[src/design/qot_pkg.sv]
// qot_pkg: shared types, codes and helpers for the queue ownership tracker
// used by qot_cell and queue_ownership_tracker_core; no dependencies
`default_nettype none

package qot_pkg;

    localparam int MAX_SUBSCRIBERS_DEF = 16;
    localparam int ID_BITS_DEF         = 16;
    localparam int PORT_ID_W           = 16;

    // ownership codes
    localparam logic [1:0] OWN_NONE   = 2'd0;
    localparam logic [1:0] OWN_SUB    = 2'd1;
    localparam logic [1:0] OWN_SOLE   = 2'd2;
    localparam logic [1:0] OWN_SHARED = 2'd3;

    // error codes
    localparam logic [1:0] ERR_OK    = 2'd0;
    localparam logic [1:0] ERR_FULL  = 2'd1;
    localparam logic [1:0] ERR_RESUB = 2'd2;

    // request codes
    localparam logic OP_SUBSCRIBE   = 1'b0;
    localparam logic OP_UNSUBSCRIBE = 1'b1;

    typedef enum logic [1:0] {
        ST_IDLE,
        ST_COMPACT,
        ST_REPORT
    } qot_state_t;

    // per-cycle command broadcast to every cell
    typedef struct packed {
        logic mark;
        logic shift;
        logic load;
    } qot_cell_ctl_t;

    function automatic logic [1:0] own_state(input logic head_hit,
                                             input logic any_hit,
                                             input logic multi);
        logic [1:0] res;
        if (head_hit)
            res = multi ? OWN_SHARED : OWN_SOLE;
        else if (any_hit)
            res = OWN_SUB;
        else
            res = OWN_NONE;
        return res;
    endfunction

endpackage

`default_nettype wire

[src/design/qot_cell.sv]
// qot_cell: one list entry of the subscriber chain with its drop flag
// depends on qot_pkg (qot_cell_ctl_t)
`default_nettype none

module qot_cell #(
    parameter int ID_BITS = qot_pkg::ID_BITS_DEF,
    parameter int CNT_W   = 5,
    parameter int INDEX   = 0
) (
    input  wire                          clk,
    input  wire                          rst_n,
    input  wire qot_pkg::qot_cell_ctl_t  ctl,
    input  wire  [CNT_W-1:0]             count,
    input  wire  [ID_BITS-1:0]           member,
    input  wire  [ID_BITS-1:0]           self_id,
    input  wire                          hole_in,
    input  wire  [ID_BITS-1:0]           right_data,
    input  wire                          right_drop,
    output logic [ID_BITS-1:0]           data,
    output logic                         drop,
    output logic                         hole_out,
    output logic                         self_hit
);

    logic [ID_BITS-1:0] data_reg;
    logic [ID_BITS-1:0] data_next;
    logic               drop_reg;
    logic               drop_next;
    logic               occ;
    logic               shift_here;

    assign occ        = count > CNT_W'(INDEX);
    // first drop in the chain and everything to its right moves one place left
    assign hole_out   = hole_in | drop_reg;
    assign shift_here = ctl.shift & hole_out;

    always_comb
    begin
        data_next = data_reg;
        drop_next = drop_reg;
        if (ctl.mark)
        begin
            drop_next = occ & (data_reg == member);
        end
        else if (shift_here)
        begin
            data_next = right_data;
            drop_next = right_drop;
        end
        else if (ctl.load && (count == CNT_W'(INDEX)))
        begin
            data_next = member;
        end
    end

    always_ff @(posedge clk or negedge rst_n)
    begin
        if (!rst_n)
            drop_reg <= 1'b0;
        else
            drop_reg <= drop_next;
    end

    always_ff @(posedge clk)
    begin
        data_reg <= data_next;
    end

    assign data     = data_reg;
    assign drop     = drop_reg;
    assign self_hit = occ & (data_reg == self_id);

endmodule

`default_nettype wire

[src/design/queue_ownership_tracker_core.sv]
// queue_ownership_tracker_core: control sequencer over a chain of qot_cell entries
// depends on qot_pkg and qot_cell
// subscribe or refused request: taken in idle, then report state, then the result strobe
// unsubscribe: mark, then one removal per cycle through the chain, then report state
// throughput: busy stays high until the result cycle, next start taken in that cycle
// reset: list count, self id and control clear at once; entries are undefined until written
// the result strobe lasts one cycle and cannot be held off by the receiver
`default_nettype none

module queue_ownership_tracker_core #(
    parameter int MAX_SUBSCRIBERS = qot_pkg::MAX_SUBSCRIBERS_DEF,
    parameter int ID_BITS         = qot_pkg::ID_BITS_DEF,
    parameter int CNT_W           = $clog2(MAX_SUBSCRIBERS + 1)
) (
    input  wire                            clk,
    input  wire                            rst_n,
    input  wire                            start,
    output logic                           busy,
    input  wire                            op,
    input  wire  [qot_pkg::PORT_ID_W-1:0]  member,
    input  wire                            resubscribe,
    input  wire                            self_id_we,
    input  wire  [qot_pkg::PORT_ID_W-1:0]  self_id,
    output logic                           done,
    output logic [1:0]                     state_before,
    output logic [1:0]                     state_after,
    output logic [1:0]                     error,
    output logic [CNT_W-1:0]               subscriber_count
);

    localparam int EXT_W = qot_pkg::PORT_ID_W + ID_BITS;

    qot_pkg::qot_state_t    st_reg, st_next;
    qot_pkg::qot_cell_ctl_t ctl;

    logic [CNT_W-1:0]   count_reg, count_next;
    logic [ID_BITS-1:0] self_reg, self_next;
    logic [ID_BITS-1:0] member_reg, member_next;
    logic               resub_reg, resub_next;
    logic [1:0]         before_reg, before_next;
    logic [1:0]         after_reg, after_next;
    logic [1:0]         err_reg, err_next;
    logic [CNT_W-1:0]   cnt_out_reg, cnt_out_next;
    logic               done_reg, done_next;

    logic [EXT_W-1:0]   member_ext;
    logic [EXT_W-1:0]   self_ext;
    logic [ID_BITS-1:0] member_id;
    logic [ID_BITS-1:0] member_bus;
    logic               accept;
    logic               any_drop;
    logic               any_hit;
    logic [1:0]         own_now;

    logic [ID_BITS-1:0]       cell_data [MAX_SUBSCRIBERS];
    logic [MAX_SUBSCRIBERS:0] hole;
    logic [MAX_SUBSCRIBERS:0] drop_chain;
    logic [MAX_SUBSCRIBERS-1:0] hit;
    logic [MAX_SUBSCRIBERS-1:0] drops;

    // ids keep their low ID_BITS bits
    assign member_ext = {{ID_BITS{1'b0}}, member};
    assign self_ext   = {{ID_BITS{1'b0}}, self_id};
    assign member_id  = member_ext[ID_BITS-1:0];

    assign accept     = start & (st_reg == qot_pkg::ST_IDLE);
    assign member_bus = (st_reg == qot_pkg::ST_IDLE) ? member_id : member_reg;

    assign hole[0]                     = 1'b0;
    assign drop_chain[MAX_SUBSCRIBERS] = 1'b0;

    genvar gi;
    generate
        for (gi = 0; gi < MAX_SUBSCRIBERS; gi++)
        begin : g_cell
            logic [ID_BITS-1:0] right_data;
            if (gi == MAX_SUBSCRIBERS - 1)
            begin : g_last
                assign right_data = member_bus;
            end
            else
            begin : g_mid
                assign right_data = cell_data[gi+1];
            end

            qot_cell #(
                .ID_BITS (ID_BITS),
                .CNT_W   (CNT_W),
                .INDEX   (gi)
            ) u_cell (
                .clk        (clk),
                .rst_n      (rst_n),
                .ctl        (ctl),
                .count      (count_reg),
                .member     (member_bus),
                .self_id    (self_reg),
                .hole_in    (hole[gi]),
                .right_data (right_data),
                .right_drop (drop_chain[gi+1]),
                .data       (cell_data[gi]),
                .drop       (drop_chain[gi]),
                .hole_out   (hole[gi+1]),
                .self_hit   (hit[gi])
            );
            assign drops[gi] = drop_chain[gi];
        end
    endgenerate

    assign any_drop = |drops;
    assign any_hit  = |hit;
    assign own_now  = qot_pkg::own_state(hit[0], any_hit, count_reg > CNT_W'(1));

    always_comb
    begin
        st_next      = st_reg;
        ctl          = '0;
        count_next   = count_reg;
        member_next  = member_reg;
        resub_next   = resub_reg;
        before_next  = before_reg;
        after_next   = after_reg;
        err_next     = err_reg;
        cnt_out_next = cnt_out_reg;
        done_next    = 1'b0;
        self_next    = self_id_we ? self_ext[ID_BITS-1:0] : self_reg;

        unique case (st_reg)
            qot_pkg::ST_IDLE:
            begin
                if (accept)
                begin
                    before_next = own_now;
                    member_next = member_id;
                    resub_next  = resubscribe & op;
                    err_next    = qot_pkg::ERR_OK;
                    st_next     = qot_pkg::ST_REPORT;
                    if (op == qot_pkg::OP_SUBSCRIBE)
                    begin
                        if (count_reg >= CNT_W'(MAX_SUBSCRIBERS))
                        begin
                            err_next = qot_pkg::ERR_FULL;
                        end
                        else
                        begin
                            ctl.load   = 1'b1;
                            count_next = count_reg + CNT_W'(1);
                        end
                    end
                    else if (resubscribe && ((count_reg == '0) ||
                                             (cell_data[0] != member_id)))
                    begin
                        err_next = qot_pkg::ERR_RESUB;
                    end
                    else
                    begin
                        ctl.mark = 1'b1;
                        st_next  = qot_pkg::ST_COMPACT;
                    end
                end
            end
            qot_pkg::ST_COMPACT:
            begin
                // one marked copy leaves the chain per cycle
                if (any_drop)
                begin
                    ctl.shift  = 1'b1;
                    count_next = count_reg - CNT_W'(1);
                end
                else
                begin
                    if (resub_reg && (count_reg < CNT_W'(MAX_SUBSCRIBERS)))
                    begin
                        ctl.load   = 1'b1;
                        count_next = count_reg + CNT_W'(1);
                    end
                    st_next = qot_pkg::ST_REPORT;
                end
            end
            qot_pkg::ST_REPORT:
            begin
                after_next   = own_now;
                cnt_out_next = count_reg;
                done_next    = 1'b1;
                st_next      = qot_pkg::ST_IDLE;
            end
            default:
            begin
                st_next = qot_pkg::ST_IDLE;
            end
        endcase
    end

    always_ff @(posedge clk or negedge rst_n)
    begin
        if (!rst_n)
        begin
            st_reg    <= qot_pkg::ST_IDLE;
            count_reg <= '0;
            self_reg  <= '0;
            done_reg  <= 1'b0;
        end
        else
        begin
            st_reg    <= st_next;
            count_reg <= count_next;
            self_reg  <= self_next;
            done_reg  <= done_next;
        end
    end

    always_ff @(posedge clk)
    begin
        member_reg  <= member_next;
        resub_reg   <= resub_next;
        before_reg  <= before_next;
        after_reg   <= after_next;
        err_reg     <= err_next;
        cnt_out_reg <= cnt_out_next;
    end

    assign busy             = (st_reg != qot_pkg::ST_IDLE);
    assign done             = done_reg;
    assign state_before     = before_reg;
    assign state_after      = after_reg;
    assign error            = err_reg;
    assign subscriber_count = cnt_out_reg;

    a_done_after_report: assert property (@(posedge clk) disable iff (!rst_n)
        done |-> $past(st_reg == qot_pkg::ST_REPORT))
        else $error("result strobe without a report cycle");

    a_count_bound: assert property (@(posedge clk) disable iff (!rst_n)
        count_reg <= CNT_W'(MAX_SUBSCRIBERS))
        else $error("list count beyond capacity");

    a_compact_shrinks: assert property (@(posedge clk) disable iff (!rst_n)
        (st_reg == qot_pkg::ST_COMPACT && any_drop) |=>
            (count_reg == $past(count_reg) - CNT_W'(1)))
        else $error("removal did not shorten the list");

    a_no_drop_after_compact: assert property (@(posedge clk) disable iff (!rst_n)
        (st_reg == qot_pkg::ST_REPORT) |-> !any_drop)
        else $error("marked entry left in the list at report");

endmodule

`default_nettype wire
[config.mk]
export PLATFORM = sky130hd
export DESIGN_NAME = queue_ownership_tracker_core
export DESIGN_NICKNAME = d
export VERILOG_FILES = /design/src/design/qot_pkg.sv /design/src/design/qot_cell.sv /design/src/design/queue_ownership_tracker_core.sv
export SDC_FILE = /design/constraint.sdc
export NUM_CORES = 1
export LEC_CHECK = 0
export BUFFER_PORTS_ARGS = -buffer_cell sky130_fd_sc_hd__buf_2
export CAP_MARGIN = 20
export CORE_UTILIZATION = 59
export CTS_BUF_LIST = sky130_fd_sc_hd__clkbuf_4 sky130_fd_sc_hd__clkbuf_8
export DETAILED_ROUTE_END_ITERATION = 10
export HOLD_SLACK_MARGIN = 0.02
export PLACE_DENSITY = 0.89
export SETUP_SLACK_MARGIN = 0.15
export SYNTH_ARGS = -nofsm -noshare
export SYNTH_HDL_FRONTEND = slang
export SYNTH_SLANG_ARGS = --single-unit
export TNS_END_PERCENT = 10
[constraint.sdc]
create_clock -name clk -period 4 [get_ports clk]
set_clock_uncertainty 0.2 [all_clocks]
set_input_delay 0.6 -clock clk [delete_from_list [all_inputs] [get_ports clk]]
set_output_delay 0.6 -clock clk [all_outputs]
set_load 0.01 [all_outputs]
==> results.yml, run 1 <==
run_status:
  status: "completed"
clock_tree:
  cts-root-buf: "clkbuf_8"
  clkTransAtPathRegs_ns: 0.06
  clk_path_buf_depth: 3
  cts_tree: "done"
  cts-buffers-inserted: 54
  cts_sinks: 324
  htree_levels: 2
  clock_latency_ns: 0.65
final_layout:
  largest_reg_flops: 256
  utilization: 0.6728
  fillers: 2309
  area_growth_syn_to_layout_pct: 12.67
  layout.cells.non_filler: 2537
  layout_common_cells: "xnor2_1 (305), edfxtp_1 (284), nor2_1 (254), a21oi_1 (254), xor2_1 (214)"
  layout.area.seq_um2: 9529
  diodes: 0
  drive_above_1_share: 0.1450
  final_common_cell: "xnor2_1"
  multi_input_area_um2: 9696
  finalNetCount: 2087
power:
  swShare: 0.2940
  p_leak_uw: 0.008023
  p_int_uw: 6273
  p_comb_frac: 0.196
  switching_power_uw: 2612
  p_total_uw: 8885
  ir_worst_vdd_v: 0.0002307
  pwr-share-clk: 0.367
  pwr-share-seq: 0.437
  powerDensity_nw_per_um2: 394.8
floorplan:
  io-pin-count: 51
  die_w_um: 186.0
  dieArea_um2: 34590
  start_util: 0.5972
  rows: 67
  core_um2: 33450
  die_height_um: 186.0
critical_path:
  crit_chain: "or4_1, nand2b_1, o21ai_2, buf_4, nand2_1, o41ai_2, buf_4"
  crit_top_cell: "buf_4"
  slowest_delay_ns: 0.71
  cp.arrival_ns: 3.61
  crit_type: "flop to flop"
  crit_slowest_cell: "or4_1"
  r2r_end: "g_cell[1].u_cell.data[7]"
  path_max_fanout: 16
  crit_start: "g_cell[9].u_cell.drop"
  cp-endpoint: "g_cell[1].u_cell.data[7]"
  required_ns: 4.13
  worst_setup_path_end_kind: "flop"
  start_kind: "flop"
  r2r-start: "g_cell[9].u_cell.drop"
  rr_worst_depth: 7
  rrSetupSlack_ns: 0.53
route:
  wl_per_cell_um: 25.91
  postRouteAntennaNets: 0
  drcViolationCount: 0
  num_vias: 16670
  vias_per_cell: 6.571
  drt_iter0_drc: 2462
  wirelength_um: 65730
  dr.pass1.iters: 8
synthesis:
  synth_compound_area_frac: 0.1042
  avgSynthCellArea_um2: 10.21
  synth_top_area_share: 0.4270
  syn_nets: 1999
  ys_seq_area_frac: 0.4771
  yosys.area.top_type: "edfxtp_1"
  ys_types: 65
  yosys_warnings: 0
  synth_top_family_by_area: "XOR/XNOR gates"
  synth_xor_xnor_area_share: 0.2276
  async_flop_share: 0.1235
  synth-simple-area-share: 0.1302
  synth_area_leaders: "edfxtp_1 (43%), xnor2_1 (13%), xor2_1 (9.4%)"
  synth_flop_cell: "edfxtp_1"
  synth_edf_count: 284
  synthMuxAreaShare: 0.01535
  ys_ff_latch: 324
  syn_area_um2: 19970
  synthCells: 1956
  synthAdderAreaFrac: 0.003132
timing:
  worstMarginPinSlew_ns: 1.018
  fin_crit_sh: 0.8686
  fmax_ghz: 0.2878
  setup_tns_ns: 0
  hold_viol: 0
  min_period_ns: 3.474
  rsz0062_at_grt: "no"
  layout_setup_ws_ns: 0.5258
  setup_violations: 0
  maxSlewViolCount: 0
  slew_headroom: 0.3217
placed_design:
  port_buffers: 50
  dp_hpwl_um: 45190
  place_ws_ns: 0.6284
  placed_cells: 2402
  place.gp.congestion: 1.088
job:
  cap_viol_max_count: 0
global_routing:
  grt.met2_usage: 0.5721
  grt_pass1_vias: 16190
  grt_busiest_layer: "met2"
  grt_pass1_wl_um: 96910
  track_usage: 0.3840
  grt_util_met1: 0.4879
  grt-ovfl-total: 0
  use_met3: 0.1172
  antenna_found_initial: 0
  grt_start_max_net_pins: 36
min_path:
  hold_class: "primary input to flop"
## cell type report
class	count	area share
Tap cell	448	0.02491
Sequential cell	324	0.4234
Timing Repair Buffer	180	0.06227
Clock inverter	16	0.005671
Clock buffer	85	0.04726
Multi-Input combinational cell	1450	0.4308
Inverter	34	0.005671
## how the worst min path moves through the flow
| stage | startpoint | endpoint | cells past startpoint |
|---|---|---|---|
| floorplan | rst_n | count_reg[0] | 0 |
| global placement | g_cell[15].u_cell.drop | g_cell[15].u_cell.drop | 2 |
| detailed placement | g_cell[15].u_cell.drop | g_cell[15].u_cell.drop | 2 |
| CTS | member[1] | member_reg[1] | 1 |
| global route | member[1] | member_reg[1] | 1 |
| finish | member[1] | member_reg[1] | 1 |
## cell usage after synthesis (32+ instances only)
master,n
edfxtp_1,284
dfrtp_1,40
xnor2_1,305
clkbuf_1,66
buf_2,58
inv_1,32
xor2_1,214
nor2_1,254
o21ai_0,47
nor4_1,103
a21oi_1,254
nand2_1,44
nand4_1,36
## metal layers
metal  vias up  part of all wire
met5         -                 0
met4         0             0.073
met3       377              0.16
met2      1502              0.43
met1      7738              0.34
li1       7053                 -
## power by group through the flow
stage / sequential (uW) / clock (uW) / combinational (uW)
6_report: 3880 / 3260 / 1740
3_5_place_dp: 3950 / 0 / 1630
2_1_floorplan: 3880 / 0 / 1130
4_1_cts: 3880 / 3240 / 1670
5_1_grt: 3880 / 3370 / 1800
3_3_place_gp: 3950 / 0 / 1570
## critical path, delay by kind of cell (launching register included)
family | cells | cell delay [ns]
AO/OA/AOI/OAI | 2 | 0.74
flip-flops | 1 | 0.49
buffers and inverters | 2 | 0.56
AND/OR/NAND/NOR | 3 | 1.16
## kinds of logic (layout without fill, tap and decap cells)
group	Yosys count	after routing
multiplexers	22	22
adder cells (fa/ha/maj)	5	5
flip-flops	324	324
AND/OR/NAND/NOR	534	534
AO/OA/AOI/OAI	370	370
XOR/XNOR	519	519
buffers and inverters	182	315
## repair_timing
action / 4_1_cts / 5_1_grt
hold endpoints to repair: 51 / 0
gates resized for setup: 0 / 0
hold buffers: 31 / 0
setup buffers: 0 / 0
## stage by stage
stage / hold slack (ns) / instance area [um2]
floorplan: 0.1044 / 19980
global placement: 0.3941 / 20960
detailed placement: 0.3948 / 20960
CTS: 0.02899 / 22460
global route: 0.03039 / 22510
finish: 0.03737 / 22510
No activity file was read; power rests on OpenSTA's default activity.
==> inputs of run 2 (changes only) <==
--- a/config.mk
+++ b/config.mk
@@ -7,12 +7,13 @@
 export LEC_CHECK = 0
 export BUFFER_PORTS_ARGS = -buffer_cell sky130_fd_sc_hd__buf_2
 export CAP_MARGIN = 20
-export CORE_UTILIZATION = 59
+export CORE_UTILIZATION = 60
 export CTS_BUF_LIST = sky130_fd_sc_hd__clkbuf_4 sky130_fd_sc_hd__clkbuf_8
 export DETAILED_ROUTE_END_ITERATION = 10
 export HOLD_SLACK_MARGIN = 0.02
-export PLACE_DENSITY = 0.89
+export PLACE_DENSITY = 0.87
 export SETUP_SLACK_MARGIN = 0.15
+export SLEW_MARGIN = 10
 export SYNTH_ARGS = -nofsm -noshare
 export SYNTH_HDL_FRONTEND = slang
 export SYNTH_SLANG_ARGS = --single-unit
==> constraint.sdc (replaced) <==
create_clock -name clk -period 4.3 [get_ports clk]
set_clock_uncertainty 0.2 [all_clocks]
set_input_delay 0.645 -clock clk [delete_from_list [all_inputs] [get_ports clk]]
set_output_delay 0.645 -clock clk [all_outputs]
set_load 0.01 [all_outputs]
==> run 2 against run 1 <==
Compared with the run above:
- first-iteration DRC count up 12%
- sequential share of layout area up 0.74 points
- worst hold slack better by 0.025 ns
- total power down 8.9%
- flip-flop and latch count unchanged
- clock power down 11%
- global-route usage up 0.99 points
- critical endpoint is now g_cell[0].u_cell.drop
==> results.yml, run 2 (synthesis results as in run 1) <==
timing:
  fmax_ghz: 0.2851
  setup_tns_ns: 0
  holdWs_ns: 0.06238
  setup_violations: 0
  maxSlewViolCount: 0
  slew_headroom: 0.3060
  layout_setup_ws_ns: 0.7922
  hold_viol: 0
  rsz0062_at_grt: "no"
  min_period_ns: 3.508
  fin_crit_sh: 0.8158
  worstMarginPinSlew_ns: 1.041
critical_path:
  crit_type: "flop to flop"
  required_ns: 4.58
  rrSetupSlack_ns: 0.79
  path_max_fanout: 26
  worst_setup_path_end_kind: "flop"
  start_kind: "flop"
  cp.arrival_ns: 3.79
min_path:
  hold_class: "primary input to flop"
route:
  drcViolationCount: 0
  wl_per_cell_um: 26.63
  postRouteAntennaNets: 0
  num_vias: 16370
  wirelength_um: 66490
  dr.pass1.iters: 6
  vias_per_cell: 6.557
  drt_iter0_drc: 2768
floorplan:
  rows: 66
  core_um2: 32620
  die_height_um: 184.5
  die_w_um: 184.5
  io-pin-count: 51
  dieArea_um2: 34020
  start_util: 0.6124
clock_tree:
  cts_tree: "done"
  clkTransAtPathRegs_ns: 0.06
  cts-buffers-inserted: 55
  clock_latency_ns: 0.62
  cts_sinks: 324
  cts_setup_buffers: 0
  clk_path_buf_depth: 3
  cts-root-buf: "clkbuf_8"
  htree_levels: 2
power:
  ir_worst_vdd_v: 0.0002920
  p_leak_uw: 0.007860
  pwr-share-seq: 0.449
  switching_power_uw: 2378
  powerDensity_nw_per_um2: 366.0
  p_int_uw: 5718
  swShare: 0.2937
  p_comb_frac: 0.193
  pwr-share-clk: 0.358
  p_total_uw: 8095
final_layout:
  largest_reg_flops: 256
  utilization: 0.6782
  final_common_cell: "xnor2_1"
  area_growth_syn_to_layout_pct: 10.75
  diodes: 0
  finalNetCount: 2054
  drive_above_1_share: 0.1450
  layout_common_cells: "xnor2_1 (305), edfxtp_1 (284), nor2_1 (254), a21oi_1 (254), xor2_1 (214)"
  fillers: 2397
placed_design:
  place_ws_ns: 0.9307
  dp_hpwl_um: 46130
  port_buffers: 50
  place.gp.congestion: 1.025
global_routing:
  grt_pass1_vias: 15680
  grt_start_max_net_pins: 41
  grt_pass1_wl_um: 97670
  grt-ovfl-total: 0
  track_usage: 0.3939
  antenna_found_initial: 0
job:
  cap_viol_max_count: 0
run_status:
  status: "completed"
run 2: power groups by stage:
stage | Sequential (uW) | Combinational (uW) | Clock [uW]
3_5_place_dp | 3690 | 1500 | 0
5_1_grt | 3630 | 1630 | 3010
2_1_floorplan | 3610 | 1050 | 0
4_1_cts | 3630 | 1510 | 2880
3_3_place_gp | 3690 | 1460 | 0
6_report | 3630 | 1560 | 2900
run 2: layout make-up:
class,instances,area (um2),share of cell area
inverter,34,127.6,0.005769
multi-input combinational,1450,9696,0.4383
tap,442,553.0,0.02500
clock buffer,93,1099,0.04966
sequential,324,9529,0.4308
clock inverter,8,33.78,0.001527
timing repair buffer,146,1084,0.04898
run 2: repair_timing:
action / 4_1_cts / 5_1_grt
resized for setup: 0 / 0
setup endpoints to repair: 0 / 0
hold buffers: 0 / 1
hold endpoints to repair: 0 / 11
run 2: per-stage QoR:
step / area (um2) / instances
2_1_floorplan: 19970 / 1956
3_3_place_gp: 20910 / 2391
4_1_cts: 22060 / 2493
3_5_place_dp: 20930 / 2392
5_1_grt: 22120 / 2497
6_report: 22120 / 2497
run 2: per-layer routing:
| layer | wire length, um | up-vias | GRT usage |
|---|---|---|---|
| li1 | - | 6980 | - |
| met1 | 24400 | 7690 | 0.5267 |
| met2 | 27840 | 1364 | 0.5749 |
| met3 | 9985 | 340 | 0.1142 |
| met4 | 4262 | 0 | 0.2160 |
| met5 | 0 | - | 0 |
run 2: critical path: stages, from the launching register on:
cell and delay, ns:
dfrtp_1 0.70, nor2_8 0.46, mux2i_4 0.70, buf_4 0.39, xnor2_1 0.10, nor4_1 0.30
nand4_1 0.21, o41ai_1 0.32
run 2: final timing paths:
check,cells after the start,startpoint,endpoint
setup / recovery,7,st_reg[1],g_cell[0].u_cell.drop
hold / removal,1,member[6],member_reg[6]
max in group asynchronous,3,rst_n,self_reg[13]
setup reg to reg,7,st_reg[1],g_cell[0].u_cell.drop
min in group asynchronous,2,rst_n,g_cell[3].u_cell.drop
hold reg to reg,1,self_reg[9],self_reg[9]
